==> config.mk <==
export PLATFORM = sky130hd
export DESIGN_NAME = field_substring_search_top_flat
export DESIGN_NICKNAME = d
export VERILOG_FILES = /design/src/fss_pkg.sv /design/src/fss_in_if.sv /design/src/fss_out_if.sv /design/src/fss_cfg.sv /design/src/fss_match.sv /design/src/field_substring_search_top.sv /design/src/flat_wrapper.sv
export SDC_FILE = /design/constraint.sdc
export NUM_CORES = 1
export LEC_CHECK = 0
export BUFFER_PORTS_ARGS = -buffer_cell sky130_fd_sc_hd__buf_2
export CAP_MARGIN = 10
export CORE_MARGIN = 3
export CORE_UTILIZATION = 42
export CTS_BUF_LIST = sky130_fd_sc_hd__clkbuf_8
export DETAILED_ROUTE_END_ITERATION = 10
export GPL_ROUTABILITY_DRIVEN = 0
export SLEW_MARGIN = 20
export SYNTH_ARGS = -nofsm -noshare
export SYNTH_HDL_FRONTEND = slang
export SYNTH_HIERARCHICAL = 1
export SYNTH_SLANG_ARGS = --single-unit
==> constraint.sdc <==
create_clock -name clk -period 10.9 [get_ports clk]
set_input_delay 2.725 -clock clk [delete_from_list [all_inputs] [get_ports clk]]
set_output_delay 2.725 -clock clk [all_outputs]
set_load 0.01 [all_outputs]
==> src/fss_pkg.sv <==
package fss_pkg;

	localparam int PATTERN_MAX_DEF = 16;
	localparam int PAT_BYTES       = 16;
	localparam int PAT_BITS        = PAT_BYTES * 8;
	localparam int CFG_W           = 64;
	localparam int LENGTH_W        = 5;
	localparam int FIELD_W         = 16;

	localparam logic [1:0] ACT_DATA       = 2'd0;
	localparam logic [1:0] ACT_FIELD_END  = 2'd1;
	localparam logic [1:0] ACT_RECORD_END = 2'd2;

	localparam logic [1:0] REG_PAT_LOW  = 2'd0;
	localparam logic [1:0] REG_PAT_HIGH = 2'd1;
	localparam logic [1:0] REG_LENGTH   = 2'd2;

	localparam logic RCNORMAL = 1'b1;

	// per-item control from the stage register to the window
	typedef struct packed {
		logic       shift;
		logic       clear;
		logic [7:0] data;
	} fss_step_t;

endpackage

==> src/fss_in_if.sv <==
interface fss_in_if;
	logic       valid;
	logic       ready;
	logic [1:0] action;
	logic [7:0] data_byte;
	logic       record_ok;

	modport source (output valid, output action, output data_byte, output record_ok,
		input ready);
	modport sink (input valid, input action, input data_byte, input record_ok,
		output ready);
endinterface

==> src/fss_out_if.sv <==
interface fss_out_if;
	logic        valid;
	logic        ready;
	logic        found;
	logic [15:0] field_index;

	modport source (output valid, output found, output field_index, input ready);
	modport sink (input valid, input found, input field_index, output ready);
endinterface

==> src/fss_cfg.sv <==
module fss_cfg
	import fss_pkg::*;
(
	input  logic                clk,
	input  logic                arst_n,
	input  logic                wr_en,
	input  logic [1:0]          wr_index,
	input  logic [CFG_W-1:0]    wr_data,
	output logic [PAT_BITS-1:0] pattern,
	output logic [LENGTH_W-1:0] pattern_length
);

	logic [CFG_W-1:0]    pat_low_q;
	logic [CFG_W-1:0]    pat_high_q;
	logic [LENGTH_W-1:0] length_q;

	always_ff @(posedge clk or negedge arst_n) begin
		if (!arst_n) begin
			pat_low_q  <= '0;
			pat_high_q <= '0;
			length_q   <= LENGTH_W'(1);
		end else if (wr_en) begin
			case (wr_index)
				REG_PAT_LOW:  pat_low_q  <= wr_data;
				REG_PAT_HIGH: pat_high_q <= wr_data;
				REG_LENGTH:   length_q   <= wr_data[LENGTH_W-1:0];
				default:      ;
			endcase
		end
	end

	assign pattern        = {pat_high_q, pat_low_q};
	assign pattern_length = length_q;

endmodule

==> src/fss_match.sv <==
module fss_match
	import fss_pkg::*;
#(
	parameter int PATTERN_MAX = PATTERN_MAX_DEF
) (
	input  logic                clk,
	input  logic                arst_n,
	input  fss_step_t           step,
	input  logic [PAT_BITS-1:0] pattern,
	input  logic [LENGTH_W-1:0] pattern_length,
	output logic                hit
);

	localparam int LEN_W = $clog2(PATTERN_MAX + 1);
	localparam int IDX_W = (PATTERN_MAX > 1) ? $clog2(PATTERN_MAX) : 1;

	logic [7:0]       win_q  [PATTERN_MAX];
	logic [7:0]       win_nx [PATTERN_MAX];
	logic [LEN_W-1:0] cnt_q;
	logic [LEN_W-1:0] cnt_nx;
	logic [LEN_W-1:0] eff_len;
	logic             all_eq;

	// zero means one byte, above the window depth saturates
	always_comb begin
		if (pattern_length == '0) begin
			eff_len = LEN_W'(1);
		end else if (pattern_length > LENGTH_W'(PATTERN_MAX)) begin
			eff_len = LEN_W'(PATTERN_MAX);
		end else begin
			eff_len = pattern_length[LEN_W-1:0];
		end
	end

	always_comb begin
		win_nx[0] = step.data;
		for (int k = 1; k < PATTERN_MAX; k++) begin
			win_nx[k] = win_q[k-1];
		end
	end

	assign cnt_nx = (cnt_q == LEN_W'(PATTERN_MAX)) ? cnt_q : cnt_q + LEN_W'(1);

	// pattern byte i lines up with window entry eff_len-1-i (entry 0 is newest)
	always_comb begin
		logic [LEN_W-1:0] d;
		all_eq = (cnt_nx >= eff_len);
		for (int i = 0; i < PATTERN_MAX; i++) begin
			d = eff_len - LEN_W'(i) - LEN_W'(1);
			if (LEN_W'(i) < eff_len) begin
				if (pattern[i*8 +: 8] != win_nx[d[IDX_W-1:0]]) begin
					all_eq = 1'b0;
				end
			end
		end
	end

	assign hit = step.shift && all_eq;

	// entries past the byte count are never compared, so no reset here
	always_ff @(posedge clk) begin
		if (step.shift) begin
			win_q <= win_nx;
		end
	end

	always_ff @(posedge clk or negedge arst_n) begin
		if (!arst_n) begin
			cnt_q <= '0;
		end else if (step.clear) begin
			cnt_q <= '0;
		end else if (step.shift) begin
			cnt_q <= cnt_nx;
		end
	end

endmodule

==> src/field_substring_search_top.sv <==
// A record-end item is taken into the stage register, then sets the result register.
// Throughput: one item per cycle; stream.ready drops only while the stage
// register holds a record end and the result register is full and not taken.
// Window compare is combinational from the stage register into the registered match state.
// Reset (arst_n low, asynchronous): pattern zero, length one, counters and
// match state cleared, no item in flight, no result pending.
module field_substring_search_top
	import fss_pkg::*;
#(
	parameter int PATTERN_MAX = PATTERN_MAX_DEF
) (
	input  logic             clk,
	input  logic             arst_n,
	fss_in_if.sink           stream,
	fss_out_if.source        result,
	input  logic             wr_en,
	input  logic [1:0]       wr_index,
	input  logic [CFG_W-1:0] wr_data
);

	logic [PAT_BITS-1:0] pattern;
	logic [LENGTH_W-1:0] pattern_length;

	logic               valid_s1;
	logic [1:0]         action_s1;
	logic [7:0]         data_s1;
	logic               ok_s1;
	logic               adv_s1;
	logic               take;
	fss_step_t          step;
	logic               hit;

	logic               match_seen_q;
	logic [FIELD_W-1:0] cur_field_q;
	logic [FIELD_W-1:0] match_field_q;

	logic               res_valid_q;
	logic               res_found_q;
	logic [FIELD_W-1:0] res_index_q;
	logic               found_nx;

	fss_cfg u_cfg (
		.clk            (clk),
		.arst_n         (arst_n),
		.wr_en          (wr_en),
		.wr_index       (wr_index),
		.wr_data        (wr_data),
		.pattern        (pattern),
		.pattern_length (pattern_length)
	);

	// only a record end needs room in the result register
	assign adv_s1 = valid_s1 &&
		(action_s1 != ACT_RECORD_END || !res_valid_q || result.ready);
	assign stream.ready = !valid_s1 || adv_s1;
	assign take = stream.valid && stream.ready;

	always_ff @(posedge clk or negedge arst_n) begin
		if (!arst_n) begin
			valid_s1 <= 1'b0;
		end else if (stream.ready) begin
			valid_s1 <= stream.valid;
		end
	end

	always_ff @(posedge clk) begin
		if (take) begin
			action_s1 <= stream.action;
			data_s1   <= stream.data_byte;
			ok_s1     <= stream.record_ok;
		end
	end

	assign step.shift = adv_s1 && (action_s1 == ACT_DATA);
	assign step.clear = adv_s1 &&
		(action_s1 == ACT_FIELD_END || action_s1 == ACT_RECORD_END);
	assign step.data  = data_s1;

	fss_match #(
		.PATTERN_MAX (PATTERN_MAX)
	) u_match (
		.clk            (clk),
		.arst_n         (arst_n),
		.step           (step),
		.pattern        (pattern),
		.pattern_length (pattern_length),
		.hit            (hit)
	);

	always_ff @(posedge clk or negedge arst_n) begin
		if (!arst_n) begin
			match_seen_q  <= 1'b0;
			cur_field_q   <= '0;
			match_field_q <= '0;
		end else if (adv_s1) begin
			case (action_s1)
				ACT_DATA: begin
					if (hit && !match_seen_q) begin
						match_seen_q  <= 1'b1;
						match_field_q <= cur_field_q;
					end
				end
				ACT_FIELD_END: begin
					cur_field_q <= cur_field_q + FIELD_W'(1);
				end
				ACT_RECORD_END: begin
					match_seen_q  <= 1'b0;
					cur_field_q   <= '0;
					match_field_q <= '0;
				end
				default: ;
			endcase
		end
	end

	assign found_nx = match_seen_q && (ok_s1 == RCNORMAL);

	always_ff @(posedge clk or negedge arst_n) begin
		if (!arst_n) begin
			res_valid_q <= 1'b0;
		end else if (adv_s1 && action_s1 == ACT_RECORD_END) begin
			res_valid_q <= 1'b1;
		end else if (result.ready) begin
			res_valid_q <= 1'b0;
		end
	end

	always_ff @(posedge clk) begin
		if (adv_s1 && action_s1 == ACT_RECORD_END) begin
			res_found_q <= found_nx;
			res_index_q <= found_nx ? match_field_q : '0;
		end
	end

	assign result.valid       = res_valid_q;
	assign result.found       = res_found_q;
	assign result.field_index = res_index_q;

	a_index_zero_when_absent: assert property (@(posedge clk) disable iff (!arst_n)
		result.valid && !result.found |-> result.field_index == '0)
		else $error("field_index nonzero without a match");

	a_no_overrun: assert property (@(posedge clk) disable iff (!arst_n)
		valid_s1 && action_s1 == ACT_RECORD_END && res_valid_q && !result.ready
		|-> !stream.ready)
		else $error("record end would overwrite a pending result");

	a_match_from_data: assert property (@(posedge clk) disable iff (!arst_n)
		$rose(match_seen_q) |-> $past(adv_s1 && action_s1 == ACT_DATA && hit))
		else $error("match flag set without a data hit");

	a_field_count_moves: assert property (@(posedge clk) disable iff (!arst_n)
		!$stable(cur_field_q) |-> $past(adv_s1 &&
			(action_s1 == ACT_FIELD_END || action_s1 == ACT_RECORD_END)))
		else $error("field counter changed without a field or record end");

endmodule

==> src/flat_wrapper.sv <==
// flat-port wrapper written by rule: the top's interface ports become plain ports
module field_substring_search_top_flat import fss_pkg::*;
#(
	parameter int PATTERN_MAX = PATTERN_MAX_DEF
)
  (clk, arst_n, wr_en, wr_index, wr_data, stream_valid, stream_action, stream_data_byte, stream_record_ok, stream_ready, result_valid, result_found, result_field_index, result_ready);
  fss_in_if stream_i ();
  fss_out_if result_i ();
  input  logic clk;
  input  logic arst_n;
  input  logic wr_en;
  input  logic [1:0] wr_index;
  input  logic [CFG_W-1:0] wr_data;
  input wire logic [$bits(stream_i.valid)-1:0] stream_valid;
  input wire logic [$bits(stream_i.action)-1:0] stream_action;
  input wire logic [$bits(stream_i.data_byte)-1:0] stream_data_byte;
  input wire logic [$bits(stream_i.record_ok)-1:0] stream_record_ok;
  output wire logic [$bits(stream_i.ready)-1:0] stream_ready;
  output wire logic [$bits(result_i.valid)-1:0] result_valid;
  output wire logic [$bits(result_i.found)-1:0] result_found;
  output wire logic [$bits(result_i.field_index)-1:0] result_field_index;
  input wire logic [$bits(result_i.ready)-1:0] result_ready;
  assign stream_i.valid = stream_valid;
  assign stream_i.action = stream_action;
  assign stream_i.data_byte = stream_data_byte;
  assign stream_i.record_ok = stream_record_ok;
  assign stream_ready = stream_i.ready;
  assign result_valid = result_i.valid;
  assign result_found = result_i.found;
  assign result_field_index = result_i.field_index;
  assign result_i.ready = result_ready;
  field_substring_search_top #(.PATTERN_MAX(PATTERN_MAX)) u_core (.clk(clk), .arst_n(arst_n), .stream(stream_i), .result(result_i), .wr_en(wr_en), .wr_index(wr_index), .wr_data(wr_data));
endmodule
Word-level counts from Yosys, hierarchy flattened
Index checks and enable logic that the tools add are counted.

storage, ports and cells
  bits in registers = 321
  output and inout bits = 19
  logic and storage cells = 253
  input port bits = 82

cells by class
  bitwise gates (word level) = 16
  eq/ne operators = 23
  reduce and logical (&&, ||, !) cells = 27
  mux-type cells = 92
  order comparisons = 34
  add/subtract/negate cells = 32

operator list
  kind                   count
  $bmux 8 s4             16
  $mux 8                 32
  $ne 8x8->1             16
  $ge 5x5->1 const B     16
  $not 4->5              16
  $pmux 16 s2            2
  $sub 4x1->4 const B    16
  $lt 4x5->1 const A     8
  $mux 1                 35
  $sub 4x4->4 const B    8
  $mux 5                 5
  $lt 3x5->1 const A     4
  $add 16x1->16 const B  1
  $mux 16                1
  $sub 4x3->4 const B    4
  $lt 1x5->1 const A     2
  $lt 2x5->1 const A     2
  $logic_and 1x1->1      8
  $reduce_and 2->1       4
  $reduce_bool 2->1      4
  $sub 4x2->4 const B    2
  $add 5x1->5 const B    1
  $eq 5x5->1 const B     1
  $ge 5x5->1             1
  10 further kinds       19

Logic depth before layout (Yosys ltp)
Gate-level depths: netlist (run 1).

  word-level depth = 45
  gate-level depth with buffers = 24
  mapped depth without buffers = 19

Hierarchy
The synthesis (run 1) kept the hierarchy.

by module, submodules not included
  module                      area an instance (um2)  seq. area each (um2)  times used  cells an instance
  fss_match                   12594.6                 3728.6                1           1109
  fss_cfg                     5361.4                  3329.4                1           283
  field_substring_search_top  2658.8                  1716.6                1           228

Least setup slack after synthesis (run 1)
Ideal clock, no wire load.

  kind = input port to flip-flop
  from = input port result_ready
  to = register u_core.match_field_q[8]
  path slack = 3.345 ns
  data required time = 10.764 ns
  setup time = 0.136 ns
  buffers on the path = 1
  cell stages on the path = 12
  arrival time = 7.420 ns
  path through = nand3b_1 -> and3_1 -> o21ai_0 -> nor2_1 -> o2111ai_1 -> a21oi_1 -> and4_1 -> and3b_1 -> o211ai_1 -> clkbuf_1 -> nand2_1 -> o31ai_1

RTL lines
  element               RTL line                           source
  start, declared       flat_wrapper.sv:22                 input wire logic [$bits(result_i.ready)-1:0] result_ready;
  end signal, assigned  field_substring_search_top.sv:100  match_field_q <= cur_field_q;
  end, declared         field_substring_search_top.sv:35   logic [FIELD_W-1:0] match_field_q;

Worst setup path after layout (run 1)
  from = register u_core.u_cfg.length_q[4] (netlist: u_core/u_cfg/pattern_length[4])
  to = register u_core.match_field_q[8]

between the ends
  cells in the longest elaborated chain, start to end = 45
  elaborated cells on any way between the ends = 167
  classes of those cells = add/sub: 30; order compare: 18; eq/ne: 17; mux: 82; bitwise: 16; reduce/logical: 4

ends and longest elaborated chain
  element                                                               RTL line                          source
  start, declared                                                       fss_cfg.sv:15                     logic [LENGTH_W-1:0] length_q;
  start signal, assigned                                                fss_cfg.sv:26                     REG_LENGTH: length_q <= wr_data[LENGTH_W-1:0];
  $gt 5x5->1                                                            fss_match.sv:28                   end else if (pattern_length > LENGTH_W'(PATTERN_MAX)) begin
  $mux 5                                                                fss_match.sv:28
  $mux 5 *                                                              fss_match.sv:26                   if (pattern_length == '0) begin
  parallel branches: the longest is 37 deep, another holds $sub 4x1->4  n/a
  $mux 1 *                                                              fss_match.sv:50                   if (LEN_W'(i) < eff_len) begin
  $logic_and 1x1->1 *                                                   fss_match.sv:58                   assign hit = step.shift && all_eq;
  via u_core.hit                                                        field_substring_search_top.sv:31  logic hit;
  $logic_and 1x1->1 *                                                   field_substring_search_top.sv:98  if (hit && !match_seen_q) begin
  $ne 2x2->1 (no line) *                                                n/a
  $reduce_and 3->1 (no line) *                                          n/a

Mark *: on every way through the listed nets, which the timed path passes. The select of a mux whose other input is x is not followed.
A chain may end at the register's enable or synchronous reset.

==> flow_summary.ini, run 1 <==
[clocking]
htree_levels = 2
cts-root-buf = clkbuf_8
cts_made_buffers = 55
cts_buffer_depth = 3
cts_resized = 0
clk-insertion-delay-late_ps = 660
post-cts-setup-buffers = 0
cts-hold-fix-buffers = 0
cts_sinks = 321
clk_pin_slew_worst_paths_ps = 60
tritoncts = done

[global_route]
grt_pass1_wl_um = 94600
grt_max_degree = 73
grt_pass1_vias = 14557
grt_antenna_before_repair = 0
track_usage = 0.242
grt_overflow = 0

[synth]
ys_ff_latch = 321
synth_area_leaders = edfxtp_1 (22%), dfrtp_1 (21%), mux4_2 (17%)
syn-num-nets = 1717
ys_warn_count = 6
syn_area_sq_um = 20600
syn_inst = 1620
syn_area_per_cell_sq_um = 12.7
yosysSeqAreaShare = 0.426
synth_top_area_share = 0.216
synthArstFlopShare = 0.539
synth_edf_count = 148
synth_top_cell_by_area = edfxtp_1
synthFlopType = dfrtp_1
ys_types = 62

[finish]
multi_input_area_sq_um = 11100
layout.nets = 1767
layout-drive-gt1-share = 0.298
seq_area_sq_um = 8780
area_growth_pct = 9.70
nFillCells = 4337
n_antenna_cell = 0

[sta]
setup_viol = 0
worstMarginPinSlew_ps = 1080
whs_ps = 484
fmax_ghz = 0.159
rsz0062_at_grt = false
relSlewSlack = 0.278
timing.final.crit_share = 0.577
finClkSkew_ps = 31.1
min_period_ps = 6280
hold_viol = 0
slew_viol_final = 0
final.setup.tns_ps = 0

[place]
port_buffers = 100
dp_hpwl_um = 43600

[setup_path]
crit_path_max_fanout = 68
cp.required_ps = 11440
path_class = reg -> reg
cp_data_arrival_time_ps = 6820
cp-start-kind = flop
end_kind = flop

[power_and_ir_drop]
powerDensity_nw_per_um2 = 217
power.leakage_nw = 8.62
ir_worst_vdd_uv = 93.0

[floorplan]
start_util = 0.428
rows = 80
die_area_sq_um = 51800
fp.dieW_um = 228
io_pins = 101
fp.dieH_um = 228
coreArea_sq_um = 48100

[status]
run_status = finished clean

[drt]
routedWlPerCell_um = 26.4
drt_first_iter_violations = 2123
firstDrtPassIters = 6
drc_errors = 0
ant_nets = 0
via_count = 15275
wl_um = 62500
vias_per_cell = 6.45

[run]
drv_cap = 0

[hold_path]
min_path_type = reg -> reg
## critical path, cell delays in order (launching register included)
cell	delay [ps]
dfrtp_2	380
buf_4	340
nor4_4	350
buf_4	480
nor2_4	80
inv_2	70
buf_4	820
mux4_2	680
mux4_2	560
xor2_1	170
nor4_1	520
a21oi_1	130
nor2_1	150
o2111ai_1	180
a21oi_1	160
and4_1	270
and3b_1	180
o211ai_1	80
buf_4	240
o31ai_1	220
## cell usage after synthesis (all sizes together), types with 19 or more instances
library cell,instances
nor4bb,33
xor2,62
o21ai,26
clkbuf,86
edfxtp,148
nor4,22
nand3,39
nand2b,21
a21oi,87
a41oi,32
nand4,53
xnor2,75
a22oi,65
nor2,31
dfrtp,172
mux2i,19
and3,26
buf,49
mux2,134
o211ai,38
nand2,113
mux4,152
## worst paths after layout
check | slack (ps) | cells past startpoint | start | endpoint
setup / recovery | 4620 | 19 | u_core/u_cfg/pattern_length[4]$_DFFE_PN0P_ | u_core/match_field_q[8]$_DFFE_PN0P_
hold / removal | 480 | 2 | u_core/match_field_q[10]$_DFFE_PN0P_ | u_core/match_field_q[10]$_DFFE_PN0P_
setup reg to reg | 4620 | 19 | u_core/u_cfg/pattern_length[4]$_DFFE_PN0P_ | u_core/match_field_q[8]$_DFFE_PN0P_
hold reg to reg | 480 | 2 | u_core/match_field_q[10]$_DFFE_PN0P_ | u_core/match_field_q[10]$_DFFE_PN0P_
max in group asynchronous | 7660 | 2 | arst_n | u_core/u_match/cnt_q[2]$_DFFE_PN0P_
min in group asynchronous | 1970 | 1 | arst_n | u_core/u_cfg/pat_low_q[20]$_DFFE_PN0P_
## flip-flops by register name, indices dropped and copies added (netlist names)
| name | cells |
|---|---|
| u_core/u_match/win_nx | 120 |
| u_core/u_cfg/pat_high_q | 64 |
| u_core/u_cfg/pat_low_q | 64 |
| u_core/cur_field_q | 16 |
| u_core/match_field_q | 16 |
| u_core/result.field_index | 16 |
| u_core/data_s1 | 8 |
| u_core/u_cfg/pattern_length | 5 |
| u_core/u_match/cnt_q | 5 |
| u_core/action_s1 | 2 |
| u_core/match_seen_q | 1 |
| u_core/ok_s1 | 1 |
| u_core/result.found | 1 |
| u_core/result.valid | 1 |
| u_core/valid_s1 | 1 |
## cell families (layout without fill, tap and decap cells)
logic type / Yosys count / count (layout) / share of synthesized area
and+or+nand+nor: 382 / 382 / 0.104
DFF: 321 / 321 / 0.426
AOI/OAI and AO/OA: 309 / 309 / 0.103
muxes: 305 / 305 / 0.260
buffers and inverters: 151 / 245 / 0.0394
xor gates and xnor gates: 137 / 137 / 0.0582
adders and majority gates: 15 / 15 / 0.00910
## power by group
part | internal, mW | switching [mW]
logic | 0.993 | 1.22
clock network | 0.605 | 0.522
registers | 1.42 | 0.153
## routing by layer
metal,part of all wire,GRT usage,vias to the layer above
met2,0.46,0.369,928
met4,0.040,0.0933,0
met3,0.11,0.0548,153
li1,-,-,6538
met1,0.40,0.337,7656
met5,0,0,-
## through the flow
step	utilization	setup WS, ps	power, mW	std cells	area [sq um]
after floorplan	-	3340	3.16	1620	20600
after global placement	0.446	4730	3.72	2268	21500
after detailed placement	0.446	4690	3.76	2268	21500
after CTS	0.469	4640	4.91	2369	22600
after global routing	0.470	4190	5.16	2370	22600
final	0.470	4620	4.91	2370	22600
## final cells by class
cell class,count,share of cell area
Sequential cell,321,0.388
Clock inverter,37,0.0105
Clock buffer,64,0.0389
Inverter,16,0.00271
Timing Repair Buffer,128,0.0326
Multi-Input combinational cell,1148,0.491
Tap cell,656,0.0363
## placed cells by master, fill, tap and decap left out, drive strengths merged, types with 53 or more instances in the layout
cell      n
nand4    53
edfxtp  148
mux4    152
a22oi    65
nand2   113
buf     128
xor2     62
mux2    134
dfrtp   172
clkbuf   64
xnor2    75
a21oi    87
Power figures use the tool's default switching activity.
==> run 2, diff against run 1 <==
--- a/config.mk
+++ b/config.mk
@@ -5,6 +5,7 @@
 export SDC_FILE = /design/constraint.sdc
 export NUM_CORES = 1
 export LEC_CHECK = 0
+export ABC_AREA = 1
 export BUFFER_PORTS_ARGS = -buffer_cell sky130_fd_sc_hd__buf_2
 export CAP_MARGIN = 10
 export CORE_MARGIN = 3
==> constraint.sdc (replaced) <==
create_clock -name clk -period 6.5 [get_ports clk]
set_input_delay 1.625 -clock clk [delete_from_list [all_inputs] [get_ports clk]]
set_output_delay 1.625 -clock clk [all_outputs]
set_load 0.01 [all_outputs]
==> run 2 against run 1 <==
Utilization down 0.42 points. Sequential power rose by 61%. Cell count up 70%. Power up 79%. Largest cell class unchanged. Largest power group unchanged.
==> flow_summary.ini, run 2 <==
[status]
run_status = finished clean

[sta]
timing.final.crit_share = 0.901
min_period_ps = 5860
relSlewSlack = 0.310
fmax_ghz = 0.171
finClkSkew_ps = 41.5
setup_viol = 0
rsz0062_at_grt = false
final.setup.tns_ps = 0
slew_viol_final = 0
worstMarginPinSlew_ps = 1030
hold_viol = 0

[drt]
wl_um = 81200
drc_errors = 0
via_count = 22955
routedWlPerCell_um = 20.2
vias_per_cell = 5.70
ant_nets = 0
top_layer_used = met4
wl_met3_um = 8920
drt_first_iter_violations = 3193
dr_wl_met2_um = 33800
firstDrtPassIters = 7
wl_met1_um = 34100

[clocking]
tritoncts = done
htree_levels = 2
cts_sinks = 321
post-cts-setup-buffers = 0
cts-root-buf = clkbuf_8
cts_resized = 0
cts_buffer_depth = 3
clk_pin_slew_worst_paths_ps = 80
cts_made_buffers = 58
clk-insertion-delay-late_ps = 690
cts-hold-fix-buffers = 0

[place]
port_buffers = 100
dp_hpwl_um = 60200

[setup_path]
cp-start-kind = flop
cp_data_arrival_time_ps = 6460
crit_buf_inv = 4
end_kind = flop
path_class = reg -> reg
cpMaxStageDelayCell = o21ai_2
cp.required_ps = 7100
max_stage_delay_ps = 720
crit_path_max_fanout = 41
crit_top_cell = nand2_1
path_delay_family = simple AND/OR/NAND/NOR gates

[synth]
yosysSeqAreaShare = 0.393
syn_area_sq_um = 22300
synth_area_leaders = nand2_1 (24%), edfxtp_1 (20%), dfrtp_1 (19%)
ys_types = 39
syn_inst = 3285
ys_warn_count = 6
synthTopCellsByCount = nand2_1 (1454), nand3_1 (711), inv_1 (219), dfrtp_1 (172), edfxtp_1 (148)
synth_top_cell_by_area = nand2_1
syn-num-nets = 3382
synthArstFlopShare = 0.539
syn_area_per_cell_sq_um = 6.80
yosysMostFrequentCell = nand2_1
ys_ff_latch = 321
synth_top_area_share = 0.244
synth_edf_count = 148
synthFlopType = dfrtp_1

[power_and_ir_drop]
power.internal_mw = 4.77
switchingPower_mw = 4.01
clockPowerShare = 0.253
swShare = 0.457
pwr-share-comb = 0.460
p_seq_frac = 0.288
powerDensity_nw_per_um2 = 363
power.leakage_nw = 12.3
ir_worst_vdd_uv = 162

[floorplan]
fp.dieH_um = 237
io_pins = 101
fp.dieW_um = 237
die_area_sq_um = 56000
rows = 83
coreArea_sq_um = 51900
start_util = 0.430

[finish]
nFillCells = 5330
area_growth_pct = 8.22
layout.nets = 3397
fin_util = 0.466
largest_reg_flops = 120
layout-drive-gt1-share = 0.0831
mostFrequentLayoutCells = nand2_1 (1453), nand3_1 (711), inv_1 (232)
n_antenna_cell = 0
final_common_cell = nand2_1

[hold_path]
min_path_type = reg -> reg

[global_route]
grt_pass1_vias = 20625
grt_max_degree = 141
grt_pass1_wl_um = 122000
track_usage = 0.280
grt_antenna_before_repair = 0
grt_overflow = 0

[run]
drv_cap = 0
## run 2: final timing paths
check | from | endpoint | slack [ps] | cells past startpoint
worst max-delay path | u_core/u_cfg/pattern_length[4]$_DFFE_PN0P_ | u_core/match_field_q[6]$_DFFE_PN0P_ | 640 | 26
worst min-delay path | u_core/u_match/win_nx[51]$_DFFE_PP_ | u_core/u_match/win_nx[43]$_DFFE_PP_ | 430 | 0
worst max register to register | u_core/u_cfg/pattern_length[4]$_DFFE_PN0P_ | u_core/match_field_q[6]$_DFFE_PN0P_ | 640 | 26
worst min register to register | u_core/u_match/win_nx[51]$_DFFE_PP_ | u_core/u_match/win_nx[43]$_DFFE_PP_ | 430 | 0
max in group asynchronous | arst_n | u_core/u_cfg/pat_low_q[14]$_DFFE_PN0P_ | 4450 | 2
min in group asynchronous | arst_n | u_core/match_field_q[13]$_DFFE_PN0P_ | 860 | 1
## run 2: final cells by class
class / count / area (sq um) / area share
tap: 680 / 851 / 0.0352
timing repair buffer: 124 / 727 / 0.0301
multi-input combinational: 2563 / 11600 / 0.480
clock buffer: 66 / 908 / 0.0376
clock inverter: 40 / 428 / 0.0177
inverter: 232 / 871 / 0.0360
sequential: 321 / 8770 / 0.363
## run 2: cells by family (layout without fill, tap and decap cells)
kind of cell | after synthesis | count (layout) | synth area share
compound gates | 97 | 97 | 0.0256
fa+ha+maj | 15 | 15 | 0.00840
simple gates | 2420 | 2420 | 0.471
buf+inv | 401 | 462 | 0.0877
xor+xnor | 31 | 31 | 0.0142
flops | 321 | 321 | 0.393
## run 2: power by group through the flow
stage | combinational, mW | clock (mW) | sequential (mW)
floorplan | 2.93 | 0 | 2.47
global placement | 3.84 | 0 | 2.55
detailed placement | 3.90 | 0 | 2.56
CTS | 3.91 | 2.27 | 2.52
global route | 4.43 | 2.35 | 2.55
finish | 4.04 | 2.22 | 2.53
## run 2: per-stage QoR
step | hold slack [ps] | setup slack, ps | power, mW | cell area, sq um | cells
floorplan | 426 | 16.6 | 5.39 | 22300 | 3285
CTS | 412 | 775 | 8.70 | 24200 | 4026
detailed placement | 440 | 766 | 6.45 | 22800 | 3920
global route | 430 | 169 | 9.33 | 24200 | 4026
global placement | 430 | 821 | 6.39 | 22800 | 3920
finish | 434 | 643 | 8.78 | 24200 | 4026
## run 2: routing by layer
| layer | up-vias | global-route usage |
|---|---|---|
| met3 | 179 | 0.0575 |
| met4 | 0 | 0.137 |
| met1 | 10748 | 0.403 |
| li1 | 10799 | - |
| met5 | - | 0 |
| met2 | 1229 | 0.400 |
